===== src/rtl/core/rpa_pkg.sv =====
`timescale 1ns / 1ps
// ----------------------------------------------------------------------------
// rpa_pkg
// Shared types and constants for the register pressure analyzer.
// ----------------------------------------------------------------------------
package rpa_pkg;

   localparam int NUM_ARCH_REGS_DEF = 32;
   localparam int TIME_BITS_DEF     = 10;

   localparam int TIME_IN_W = 10;   // issue_time field width
   localparam int REG_IDX_W = 5;    // register index field width
   localparam int RES_W     = 5;    // result count field width
   localparam int CFG_W     = 8;    // registers_available width

   localparam logic [CFG_W-1:0] AVAIL_RESET = 8'd32;

   typedef struct packed {
      logic [TIME_IN_W-1:0] issue_time;
      logic [REG_IDX_W-1:0] source_a;
      logic [REG_IDX_W-1:0] source_b;
      logic [REG_IDX_W-1:0] destination;
      logic                 final_item;
   } req_type;

   typedef struct packed {
      logic [RES_W-1:0] peak_pressure;
      logic [RES_W-1:0] mean_pressure;
      logic             spill_flag;
      logic [RES_W-1:0] spill_excess;
      logic [RES_W-1:0] range_count;
   } rsp_type;

endpackage


===== src/rtl/core/rpa_ram.sv =====
`timescale 1ns / 1ps
// ----------------------------------------------------------------------------
// rpa_ram
// Generic single write port, single read port RAM with registered read.
// ----------------------------------------------------------------------------
module rpa_ram #(
   parameter int WIDTH = 10,
   parameter int DEPTH = 32
) (
   input  logic                     clock,
   input  logic                     wr_en,
   input  logic [$clog2(DEPTH)-1:0] wr_addr,
   input  logic [WIDTH-1:0]         wr_data,
   input  logic [$clog2(DEPTH)-1:0] rd_addr,
   output logic [WIDTH-1:0]         rd_data
);

   logic [WIDTH-1:0] mem_ff [DEPTH];
   logic [WIDTH-1:0] rd_data_ff;

   always_ff @(posedge clock) begin
      if (wr_en) begin
         mem_ff[wr_addr] <= wr_data;
      end
      rd_data_ff <= mem_ff[rd_addr];
   end

   assign rd_data = rd_data_ff;

endmodule


===== src/rtl/core/register_pressure_analyzer.sv =====
`timescale 1ns / 1ps
// ----------------------------------------------------------------------------
// register_pressure_analyzer
// Collects live ranges of scheduled instructions and reports peak and mean
// register pressure plus spill figures at the end of each block.
// ----------------------------------------------------------------------------
// Usage:
//   req_*  : one scheduled instruction per transfer. A non-final item passes
//            through accept, source A, source B and destination steps;
//            req_ready is low while an item is being worked on.
//   rsp_*  : one result per item marked final_item, none otherwise.
//   csr_*  : write of registers_available, always ready; write only while idle.
// A final item is followed by a sweep of every time point against every
// register using one shared compare unit, reading the birth and last-use
// RAMs one entry per cycle, then a restoring divider for the mean.
// The result sits in an output register; a new item is accepted while it
// waits, and only the next result waits for rsp_ready.
// Reset (synchronous) clears the defined/used marks, returns the sequencer
// to idle and sets registers_available to 32. Birth and last-use RAMs need
// no clearing since entries are read only behind their marks.
// ----------------------------------------------------------------------------
module register_pressure_analyzer import rpa_pkg::*; #(
   parameter int NUM_ARCH_REGS = NUM_ARCH_REGS_DEF,
   parameter int TIME_BITS     = TIME_BITS_DEF
) (
   input  logic             clock,
   input  logic             reset,
   input  logic             req_valid,
   output logic             req_ready,
   input  req_type          req_data,
   output logic             rsp_valid,
   input  logic             rsp_ready,
   output rsp_type          rsp_data,
   input  logic             csr_valid,
   output logic             csr_ready,
   input  logic [CFG_W-1:0] csr_data
);

   localparam int AW    = $clog2(NUM_ARCH_REGS);
   localparam int TW    = TIME_BITS;
   localparam int CNT_W = $clog2(NUM_ARCH_REGS + 1);
   localparam int PT_W  = TW + 1;
   localparam int TOT_W = TW + CNT_W;
   localparam int DC_W  = $clog2(TOT_W);
   localparam int CMP_W = ((CNT_W > CFG_W) ? CNT_W : CFG_W) + 1;

   typedef enum logic [8:0] {
      S_IDLE  = 9'b000000001,
      S_SRC_A = 9'b000000010,
      S_SRC_B = 9'b000000100,
      S_DEST  = 9'b000001000,
      S_SWEEP = 9'b000010000,
      S_DRAIN = 9'b000100000,
      S_PREP  = 9'b001000000,
      S_DIV   = 9'b010000000,
      S_OUT   = 9'b100000000
   } state_type;

   state_type               state_ff, state_in;
   req_type                 item_ff, item_in;
   logic [CFG_W-1:0]        avail_ff, avail_in;
   logic [NUM_ARCH_REGS-1:0] defined_ff, defined_in;
   logic [NUM_ARCH_REGS-1:0] used_ff, used_in;

   // sweep issue and evaluate stages
   logic [TW-1:0]    p_ff, p_in;
   logic [AW-1:0]    r_ff, r_in;
   logic             sv_ff, sv_in;
   logic [TW-1:0]    p_d_ff, p_d_in;
   logic [AW-1:0]    r_d_ff, r_d_in;

   logic [CNT_W-1:0] live_ff, live_in;
   logic [CNT_W-1:0] peak_ff, peak_in;
   logic [CNT_W-1:0] ranges_ff, ranges_in;
   logic [TOT_W-1:0] total_ff, total_in;
   logic [PT_W-1:0]  points_ff, points_in;

   // restoring divider
   logic [TOT_W-1:0] quo_ff, quo_in;
   logic [PT_W-1:0]  rem_ff, rem_in;
   logic [DC_W-1:0]  dcnt_ff, dcnt_in;

   logic             rsp_valid_ff, rsp_valid_in;
   rsp_type          rsp_data_ff, rsp_data_in;

   // RAM ports
   logic             b_we, l_we;
   logic [AW-1:0]    b_wa, l_wa;
   logic [TW-1:0]    b_wd, l_wd;
   logic [TW-1:0]    birth_q, last_q;

   logic [TW-1:0]    t_cur;
   logic [AW-1:0]    a_idx, b_idx, d_idx;
   logic             a_ok, b_ok, d_ok;
   logic             last_issue;
   logic             keep_r, hit;
   logic [TW-1:0]    death;
   logic [CNT_W-1:0] live_sum;
   logic             rsp_load;
   logic [PT_W:0]    rem_sh;
   logic [PT_W:0]    rem_diff;
   logic [CMP_W-1:0] peak_ext, avail_ext;

   rpa_ram #(.WIDTH(TW), .DEPTH(NUM_ARCH_REGS)) u_birth_ram (
      .clock   (clock),
      .wr_en   (b_we),
      .wr_addr (b_wa),
      .wr_data (b_wd),
      .rd_addr (r_ff),
      .rd_data (birth_q)
   );

   rpa_ram #(.WIDTH(TW), .DEPTH(NUM_ARCH_REGS)) u_last_ram (
      .clock   (clock),
      .wr_en   (l_we),
      .wr_addr (l_wa),
      .wr_data (l_wd),
      .rd_addr (r_ff),
      .rd_data (last_q)
   );

   assign t_cur = TW'(item_ff.issue_time);
   assign a_idx = AW'(item_ff.source_a);
   assign b_idx = AW'(item_ff.source_b);
   assign d_idx = AW'(item_ff.destination);
   assign a_ok  = (item_ff.source_a != '0) && (32'(item_ff.source_a) < NUM_ARCH_REGS);
   assign b_ok  = (item_ff.source_b != '0) && (32'(item_ff.source_b) < NUM_ARCH_REGS);
   assign d_ok  = (item_ff.destination != '0)
                  && (32'(item_ff.destination) < NUM_ARCH_REGS);

   assign last_issue = (r_ff == AW'(NUM_ARCH_REGS - 1)) && (&p_ff);

   // evaluate stage: one register against one time point
   assign death    = used_ff[r_d_ff] ? last_q : birth_q;
   assign keep_r   = defined_ff[r_d_ff] && (!used_ff[r_d_ff] || (last_q >= birth_q));
   assign hit      = keep_r && (birth_q <= p_d_ff) && (p_d_ff <= death);
   assign live_sum = ((r_d_ff == '0) ? '0 : live_ff) + CNT_W'(hit);

   assign rem_sh   = {rem_ff, quo_ff[TOT_W-1]};
   assign rem_diff = rem_sh - {1'b0, points_ff};

   assign peak_ext  = CMP_W'(peak_ff);
   assign avail_ext = CMP_W'(avail_ff);

   assign rsp_load = (state_ff == S_OUT) && (!rsp_valid_ff || rsp_ready);

   // sequencer and store updates
   always_comb begin
      state_in   = state_ff;
      item_in    = item_ff;
      defined_in = defined_ff;
      used_in    = used_ff;
      b_we = 1'b0;
      b_wa = '0;
      b_wd = '0;
      l_we = 1'b0;
      l_wa = '0;
      l_wd = '0;
      unique case (state_ff)
         S_IDLE: begin
            if (req_valid) begin
               item_in  = req_data;
               state_in = S_SRC_A;
            end
         end
         S_SRC_A: begin
            if (a_ok) begin
               used_in[a_idx] = 1'b1;
               l_we = 1'b1;
               l_wa = a_idx;
               l_wd = t_cur;
               if (!defined_ff[a_idx]) begin
                  defined_in[a_idx] = 1'b1;
                  b_we = 1'b1;
                  b_wa = a_idx;
               end
            end
            state_in = S_SRC_B;
         end
         S_SRC_B: begin
            if (b_ok) begin
               used_in[b_idx] = 1'b1;
               l_we = 1'b1;
               l_wa = b_idx;
               l_wd = t_cur;
               if (!defined_ff[b_idx]) begin
                  defined_in[b_idx] = 1'b1;
                  b_we = 1'b1;
                  b_wa = b_idx;
               end
            end
            state_in = S_DEST;
         end
         S_DEST: begin
            if (d_ok && !defined_ff[d_idx]) begin
               defined_in[d_idx] = 1'b1;
               b_we = 1'b1;
               b_wa = d_idx;
               b_wd = t_cur;
            end
            state_in = item_ff.final_item ? S_SWEEP : S_IDLE;
         end
         S_SWEEP: begin
            if (last_issue) begin
               state_in = S_DRAIN;
            end
         end
         S_DRAIN: begin
            state_in = S_PREP;
         end
         S_PREP: begin
            defined_in = '0;
            used_in    = '0;
            state_in   = S_DIV;
         end
         S_DIV: begin
            if (dcnt_ff == DC_W'(TOT_W - 1)) begin
               state_in = S_OUT;
            end
         end
         S_OUT: begin
            if (rsp_load) begin
               state_in = S_IDLE;
            end
         end
         default: state_in = S_IDLE;
      endcase
   end

   // sweep counters, accumulators and divider
   always_comb begin
      p_in      = p_ff;
      r_in      = r_ff;
      sv_in     = (state_ff == S_SWEEP);
      p_d_in    = p_ff;
      r_d_in    = r_ff;
      live_in   = live_ff;
      peak_in   = peak_ff;
      ranges_in = ranges_ff;
      total_in  = total_ff;
      points_in = points_ff;
      quo_in    = quo_ff;
      rem_in    = rem_ff;
      dcnt_in   = dcnt_ff;

      if (state_ff == S_DEST) begin
         p_in      = '0;
         r_in      = '0;
         live_in   = '0;
         peak_in   = '0;
         ranges_in = '0;
         total_in  = '0;
         points_in = '0;
      end else if (state_ff == S_SWEEP) begin
         if (r_ff == AW'(NUM_ARCH_REGS - 1)) begin
            r_in = '0;
            p_in = p_ff + TW'(1);
         end else begin
            r_in = r_ff + AW'(1);
         end
      end

      if (sv_ff) begin
         if ((p_d_ff == '0) && keep_r) begin
            ranges_in = ranges_ff + CNT_W'(1);
         end
         live_in = live_sum;
         // close out a time point after its last register
         if ((r_d_ff == AW'(NUM_ARCH_REGS - 1)) && (live_sum != '0)) begin
            if (live_sum > peak_ff) begin
               peak_in = live_sum;
            end
            total_in  = total_ff + TOT_W'(live_sum);
            points_in = points_ff + PT_W'(1);
         end
      end

      if (state_ff == S_PREP) begin
         quo_in  = total_ff;
         rem_in  = '0;
         dcnt_in = '0;
      end else if (state_ff == S_DIV) begin
         if (!rem_diff[PT_W]) begin
            rem_in = rem_diff[PT_W-1:0];
            quo_in = {quo_ff[TOT_W-2:0], 1'b1};
         end else begin
            rem_in = rem_sh[PT_W-1:0];
            quo_in = {quo_ff[TOT_W-2:0], 1'b0};
         end
         dcnt_in = dcnt_ff + DC_W'(1);
      end
   end

   // result register and configuration
   always_comb begin
      rsp_valid_in = rsp_valid_ff && !rsp_ready;
      rsp_data_in  = rsp_data_ff;
      avail_in     = avail_ff;
      if (csr_valid) begin
         avail_in = csr_data;
      end
      if (rsp_load) begin
         rsp_valid_in               = 1'b1;
         rsp_data_in.peak_pressure  = RES_W'(peak_ff);
         rsp_data_in.mean_pressure  = (points_ff == '0) ? '0 : RES_W'(quo_ff);
         rsp_data_in.spill_flag     = peak_ext > avail_ext;
         rsp_data_in.spill_excess   = (peak_ext > avail_ext)
                                      ? RES_W'(peak_ext - avail_ext) : '0;
         rsp_data_in.range_count    = RES_W'(ranges_ff);
      end
   end

   always_ff @(posedge clock) begin
      if (reset) begin
         state_ff     <= S_IDLE;
         defined_ff   <= '0;
         used_ff      <= '0;
         sv_ff        <= 1'b0;
         rsp_valid_ff <= 1'b0;
         avail_ff     <= AVAIL_RESET;
      end else begin
         state_ff     <= state_in;
         defined_ff   <= defined_in;
         used_ff      <= used_in;
         sv_ff        <= sv_in;
         rsp_valid_ff <= rsp_valid_in;
         avail_ff     <= avail_in;
      end
   end

   always_ff @(posedge clock) begin
      item_ff     <= item_in;
      p_ff        <= p_in;
      r_ff        <= r_in;
      p_d_ff      <= p_d_in;
      r_d_ff      <= r_d_in;
      live_ff     <= live_in;
      peak_ff     <= peak_in;
      ranges_ff   <= ranges_in;
      total_ff    <= total_in;
      points_ff   <= points_in;
      quo_ff      <= quo_in;
      rem_ff      <= rem_in;
      dcnt_ff     <= dcnt_in;
      rsp_data_ff <= rsp_data_in;
   end

   assign req_ready = (state_ff == S_IDLE);
   assign csr_ready = 1'b1;
   assign rsp_valid = rsp_valid_ff;
   assign rsp_data  = rsp_data_ff;

endmodule


===== config.mk =====
export PLATFORM = sky130hd
export DESIGN_NAME = register_pressure_analyzer
export DESIGN_NICKNAME = d
export VERILOG_FILES = /design/src/rtl/core/rpa_pkg.sv /design/src/rtl/core/rpa_ram.sv /design/src/rtl/core/register_pressure_analyzer.sv
export SDC_FILE = /design/constraint.sdc
export NUM_CORES = 1
export LEC_CHECK = 0
export BUFFER_PORTS_ARGS = -buffer_cell sky130_fd_sc_hd__buf_2
export CAP_MARGIN = 25
export CORE_MARGIN = 4
export CORE_UTILIZATION = 63
export DETAILED_ROUTE_END_ITERATION = 8
export HOLD_SLACK_MARGIN = 0.06
export PLACE_DENSITY = 0.84
export SYNTH_ARGS = -nofsm -noshare
export SYNTH_HDL_FRONTEND = slang
export SYNTH_SLANG_ARGS = --single-unit
export TNS_END_PERCENT = 30

===== constraint.sdc =====
create_clock -name clock -period 6.9 [get_ports clock]
set_input_delay 1.38 -clock clock [delete_from_list [all_inputs] [get_ports clock]]
set_output_delay 1.38 -clock clock [all_outputs]
set_load 0.02 [all_outputs]

==> impl_metrics.prom <==
# TYPE chip_impl_metric gauge
chip_impl_info{name="run_status",value="complete, no violations"} 1
chip_impl_info{name="critical-path-top-cell-by-count",value="sky130_fd_sc_hd__o21a_1"} 1
chip_impl_metric{name="grt.overflow.total",unit=""} 0
chip_impl_metric{name="post_route_cells_drive_above_1_share",unit=""} 0.217
chip_impl_metric{name="timing.clock.skew",unit="ns"} 0.0346
chip_impl_metric{name="drc",unit=""} 0
chip_impl_metric{name="worstPathArrival",unit="ns"} 6.93
chip_impl_metric{name="max-slew-margin-rel",unit=""} 0.0577
chip_impl_metric{name="power.density_cell_area",unit="nW/um2"} 322
chip_impl_metric{name="fin_tns_setup",unit="ns"} 0
chip_impl_metric{name="required",unit="ns"} 7.49
chip_impl_metric{name="critical_path.max_stage_delay",unit="ns"} 0.55
chip_impl_metric{name="die_height",unit="um"} 255
chip_impl_metric{name="final.fill_count",unit=""} 3594
chip_impl_metric{name="synth-seq-cells",unit=""} 895
chip_impl_info{name="synth_flop_type",value="sky130_fd_sc_hd__edfxtp_1"} 1
chip_impl_metric{name="synth_warnings",unit=""} 0
chip_impl_metric{name="hold-worst-slack",unit="ns"} 0.375
chip_impl_metric{name="core.rowCount",unit=""} 90
chip_impl_metric{name="synth_cells",unit=""} 2525
chip_impl_info{name="clk_root_buffer_cell",value="sky130_fd_sc_hd__clkbuf_16"} 1
chip_impl_metric{name="fp.dieW",unit="um"} 255
chip_impl_metric{name="ant_nets",unit=""} 0
chip_impl_metric{name="min_delay_path_depth",unit=""} 0
chip_impl_metric{name="drt_first_iter_violations",unit=""} 3424
chip_impl_metric{name="clock_path_buffers",unit=""} 3
chip_impl_metric{name="cts.sinks",unit=""} 895
chip_impl_metric{name="route.vias.total",unit=""} 23900
chip_impl_info{name="timing.setup.critical_path_class",value="flop to flop"} 1
chip_impl_metric{name="fp.coreArea",unit="um2"} 60400
chip_impl_metric{name="area_growth",unit="%"} 12.7
chip_impl_info{name="worst_hold_startpoint",value="p_d_in[5]"} 1
chip_impl_metric{name="final_net_count",unit=""} 2758
chip_impl_metric{name="wl_per_cell",unit="um"} 28.7
chip_impl_metric{name="postCtsHoldBufs",unit=""} 0
chip_impl_metric{name="grt_pass1_wl",unit="um"} 148000
chip_impl_metric{name="synth_enable_flop_cells",unit=""} 709
chip_impl_metric{name="ys_types",unit=""} 79
chip_impl_metric{name="post_synth_arst_share",unit=""} 0
chip_impl_info{name="critical-path-slowest-cell",value="sky130_fd_sc_hd__mux4_2"} 1
chip_impl_metric{name="worst-path-max-fanout",unit=""} 12
chip_impl_metric{name="worst_slew_pin_slew",unit="ns"} 1.41
chip_impl_metric{name="post_synth_instance_area",unit="um2"} 38500
chip_impl_metric{name="multiInputGateArea",unit="um2"} 12800
chip_impl_info{name="min_path_type",value="flop to flop"} 1
chip_impl_metric{name="cap_viol_max_count",unit=""} 0
chip_impl_metric{name="ir_drop",unit="uV"} 255
chip_impl_metric{name="initial_utilization",unit=""} 0.638
chip_impl_metric{name="antenna_violations_before_repair",unit=""} 0
chip_impl_metric{name="worst-r2r-cell-count",unit=""} 25
chip_impl_metric{name="cts_made_buffers",unit=""} 88
chip_impl_info{name="holdPathEnd",value="p_d_ff[5]"} 1
chip_impl_info{name="layout.cells.most_common_list",value="sky130_fd_sc_hd__edfxtp_1, sky130_fd_sc_hd__mux4_2, sky130_fd_sc_hd__nand2_1, sky130_fd_sc_hd__dfxtp_1, sky130_fd_sc_hd__nor2_1"} 1
chip_impl_info{name="endpoint_kind",value="flop"} 1
chip_impl_metric{name="synth_seq_area_share",unit=""} 0.650
chip_impl_metric{name="hold_violations",unit=""} 0
chip_impl_info{name="tritoncts_clock_tree",value="built"} 1
chip_impl_metric{name="total_wire_length_after_detailed_routing",unit="um"} 101000
chip_impl_metric{name="setup_viol",unit=""} 0
chip_impl_info{name="r2r_end",value="total_ff[9]"} 1
chip_impl_metric{name="grt_max_degree",unit=""} 83
chip_impl_metric{name="final.min_clock_period",unit="ns"} 6.33
chip_impl_metric{name="num_io_pins",unit=""} 63
chip_impl_metric{name="slew_violations",unit=""} 0
chip_impl_metric{name="drtPass1Iterations",unit=""} 6
chip_impl_metric{name="highest_clock_rate",unit="MHz"} 158
chip_impl_info{name="layout.cells.most_common",value="sky130_fd_sc_hd__edfxtp_1"} 1
chip_impl_info{name="critical_path.startpoint_type",value="flop"} 1
chip_impl_metric{name="detailed_place_hpwl",unit="um"} 60700
chip_impl_metric{name="r2r_setup_slk",unit="ns"} 0.57
chip_impl_metric{name="gr-usage-all-layers",unit=""} 0.304
chip_impl_metric{name="via_per_inst",unit=""} 6.83
chip_impl_metric{name="cts.clk_slew.worst_paths",unit="ns"} 0.06
chip_impl_info{name="reg2reg_from",value="r_d_ff[0]"} 1
chip_impl_metric{name="ff_latch_area",unit="um2"} 25000
chip_impl_metric{name="globalplace.congestion",unit=""} 0.933
chip_impl_metric{name="p_leak",unit="nW"} 13.7
chip_impl_metric{name="placement.io_buffers",unit=""} 61
chip_impl_metric{name="synth.avg_cell_area",unit="um2"} 15.2
chip_impl_metric{name="clock_latency",unit="ns"} 0.67
chip_impl_metric{name="min_period_over_period",unit=""} 0.918
chip_impl_metric{name="htree_levels",unit=""} 3
chip_impl_info{name="rsz0062_at_grt",value="false"} 1
chip_impl_metric{name="grt_pass1_vias",unit=""} 23400
chip_impl_metric{name="die_area",unit="um2"} 65100
chip_impl_metric{name="utilization",unit=""} 0.719
==> cell type report <==
class	count	share of cell area
clock buffer	120	0.0553
timing repair buffer	148	0.0332
antenna	1	0.0000577
inverter	59	0.00511
multi-input combinational	1456	0.294
clock inverter	42	0.0127
sequential	895	0.577
tap	782	0.0226
==> where the power goes <==
part / internal, mW / total [mW] / switching (mW)
Sequential: 5.99 / 6.34 / 0.343
Combinational: 1.21 / 2.67 / 1.46
Clock: 2.84 / 4.94 / 2.11
==> metal layers <==
metal / share of wire / up-vias / GRT usage
li1: - / 10000 / -
met1: 0.37 / 11900 / 0.429
met2: 0.49 / 1706 / 0.493
met3: 0.10 / 251 / 0.0578
met4: 0.034 / 0 / 0.0966
met5: 0 / - / 0
==> critical path, delay by kind of cell (launching register included) <==
family	cells	cell delay (ns)
adders and majority gates	3	0.89
AOI/OAI and AO/OA	13	2.33
and+or+nand+nor	6	1.50
DFF	1	0.54
buffers and inverters	1	0.27
muxes	2	0.76
==> cells by family after synthesis <==
logic type      after synthesis  synth area share
mux                         300             0.153
xor+xnor                     29           0.00660
simple gates                685            0.0867
fa+ha+maj                    71            0.0237
flops                       895             0.650
compound gates              350            0.0585
buf+inv                     193            0.0210
other cells                   2          0.000195
==> metrics by stage <==
step | std cells | instance area, um2 | setup slack, ns | total power [mW]
3_3_place_gp | 3288 | 39600 | 0.638 | 8.87
3_5_place_dp | 3297 | 39700 | 0.369 | 8.96
4_1_cts | 3459 | 42600 | 0.335 | 13.9
6_report | 3503 | 43400 | 0.565 | 13.9
5_1_grt | 3502 | 43400 | 0.144 | 14.4
2_1_floorplan | 2544 | 38600 | 1.08 | 8.20
==> how the worst max path moves through the flow <==
stage                          from          end  slack, ns  depth (start not counted)
after CTS                 r_d_ff[1]  total_ff[9]       0.33                         25
after floorplan           r_d_ff[0]   peak_ff[2]       1.08                         27
after detailed placement  r_d_ff[1]  total_ff[9]       0.37                         25
after global placement    r_d_ff[1]   peak_ff[2]       0.64                         25
final                     r_d_ff[0]  total_ff[9]       0.57                         25
after global routing      r_d_ff[0]  total_ff[8]       0.14                         26
==> flip-flops by register name, summed over array words and instances (netlist names), 16 cells and up <==
name / cells
u_birth_ram.mem_ff: 320
defined_ff: 32
rsp_data: 21
quo_ff: 16
used_ff: 32
total_ff: 16
u_last_ram.mem_ff: 320
==> cells in the mapped netlist, types with 14 or more instances <==
cell                       number  area, um2
sky130_fd_sc_hd__a21oi_1       97        485
sky130_fd_sc_hd__and2_1        51        319
sky130_fd_sc_hd__and3_1        15       93.8
sky130_fd_sc_hd__buf_1         25       93.8
sky130_fd_sc_hd__buf_2         20        100
sky130_fd_sc_hd__clkbuf_1      79        297
sky130_fd_sc_hd__dfxtp_1      186       3720
sky130_fd_sc_hd__edfxtp_1     709      21300
sky130_fd_sc_hd__ha_1          68        851
sky130_fd_sc_hd__inv_1         59        221
sky130_fd_sc_hd__mux2_2        24        270
sky130_fd_sc_hd__mux2i_1       47        470
sky130_fd_sc_hd__mux4_2       229       5160
sky130_fd_sc_hd__nand2_1      202        758
sky130_fd_sc_hd__nand2b_1      21        131
sky130_fd_sc_hd__nand3_1       65        325
sky130_fd_sc_hd__nand4_1       15       93.8
sky130_fd_sc_hd__nor2_1       179        672
sky130_fd_sc_hd__nor2b_1       33        206
sky130_fd_sc_hd__nor3_1        27        135
sky130_fd_sc_hd__o21ai_0       85        425
sky130_fd_sc_hd__o21ai_2       30        263
sky130_fd_sc_hd__o22ai_1       28        175
sky130_fd_sc_hd__xnor2_1       14        123
sky130_fd_sc_hd__xor2_1        15        131
==> timing repair <==
action                     4_1_cts  5_1_grt
gates resized for setup          0        2
setup endpoints to repair        0        5
setup buffers                    0        0
Note: power is estimated with default switching activity, not from simulation.
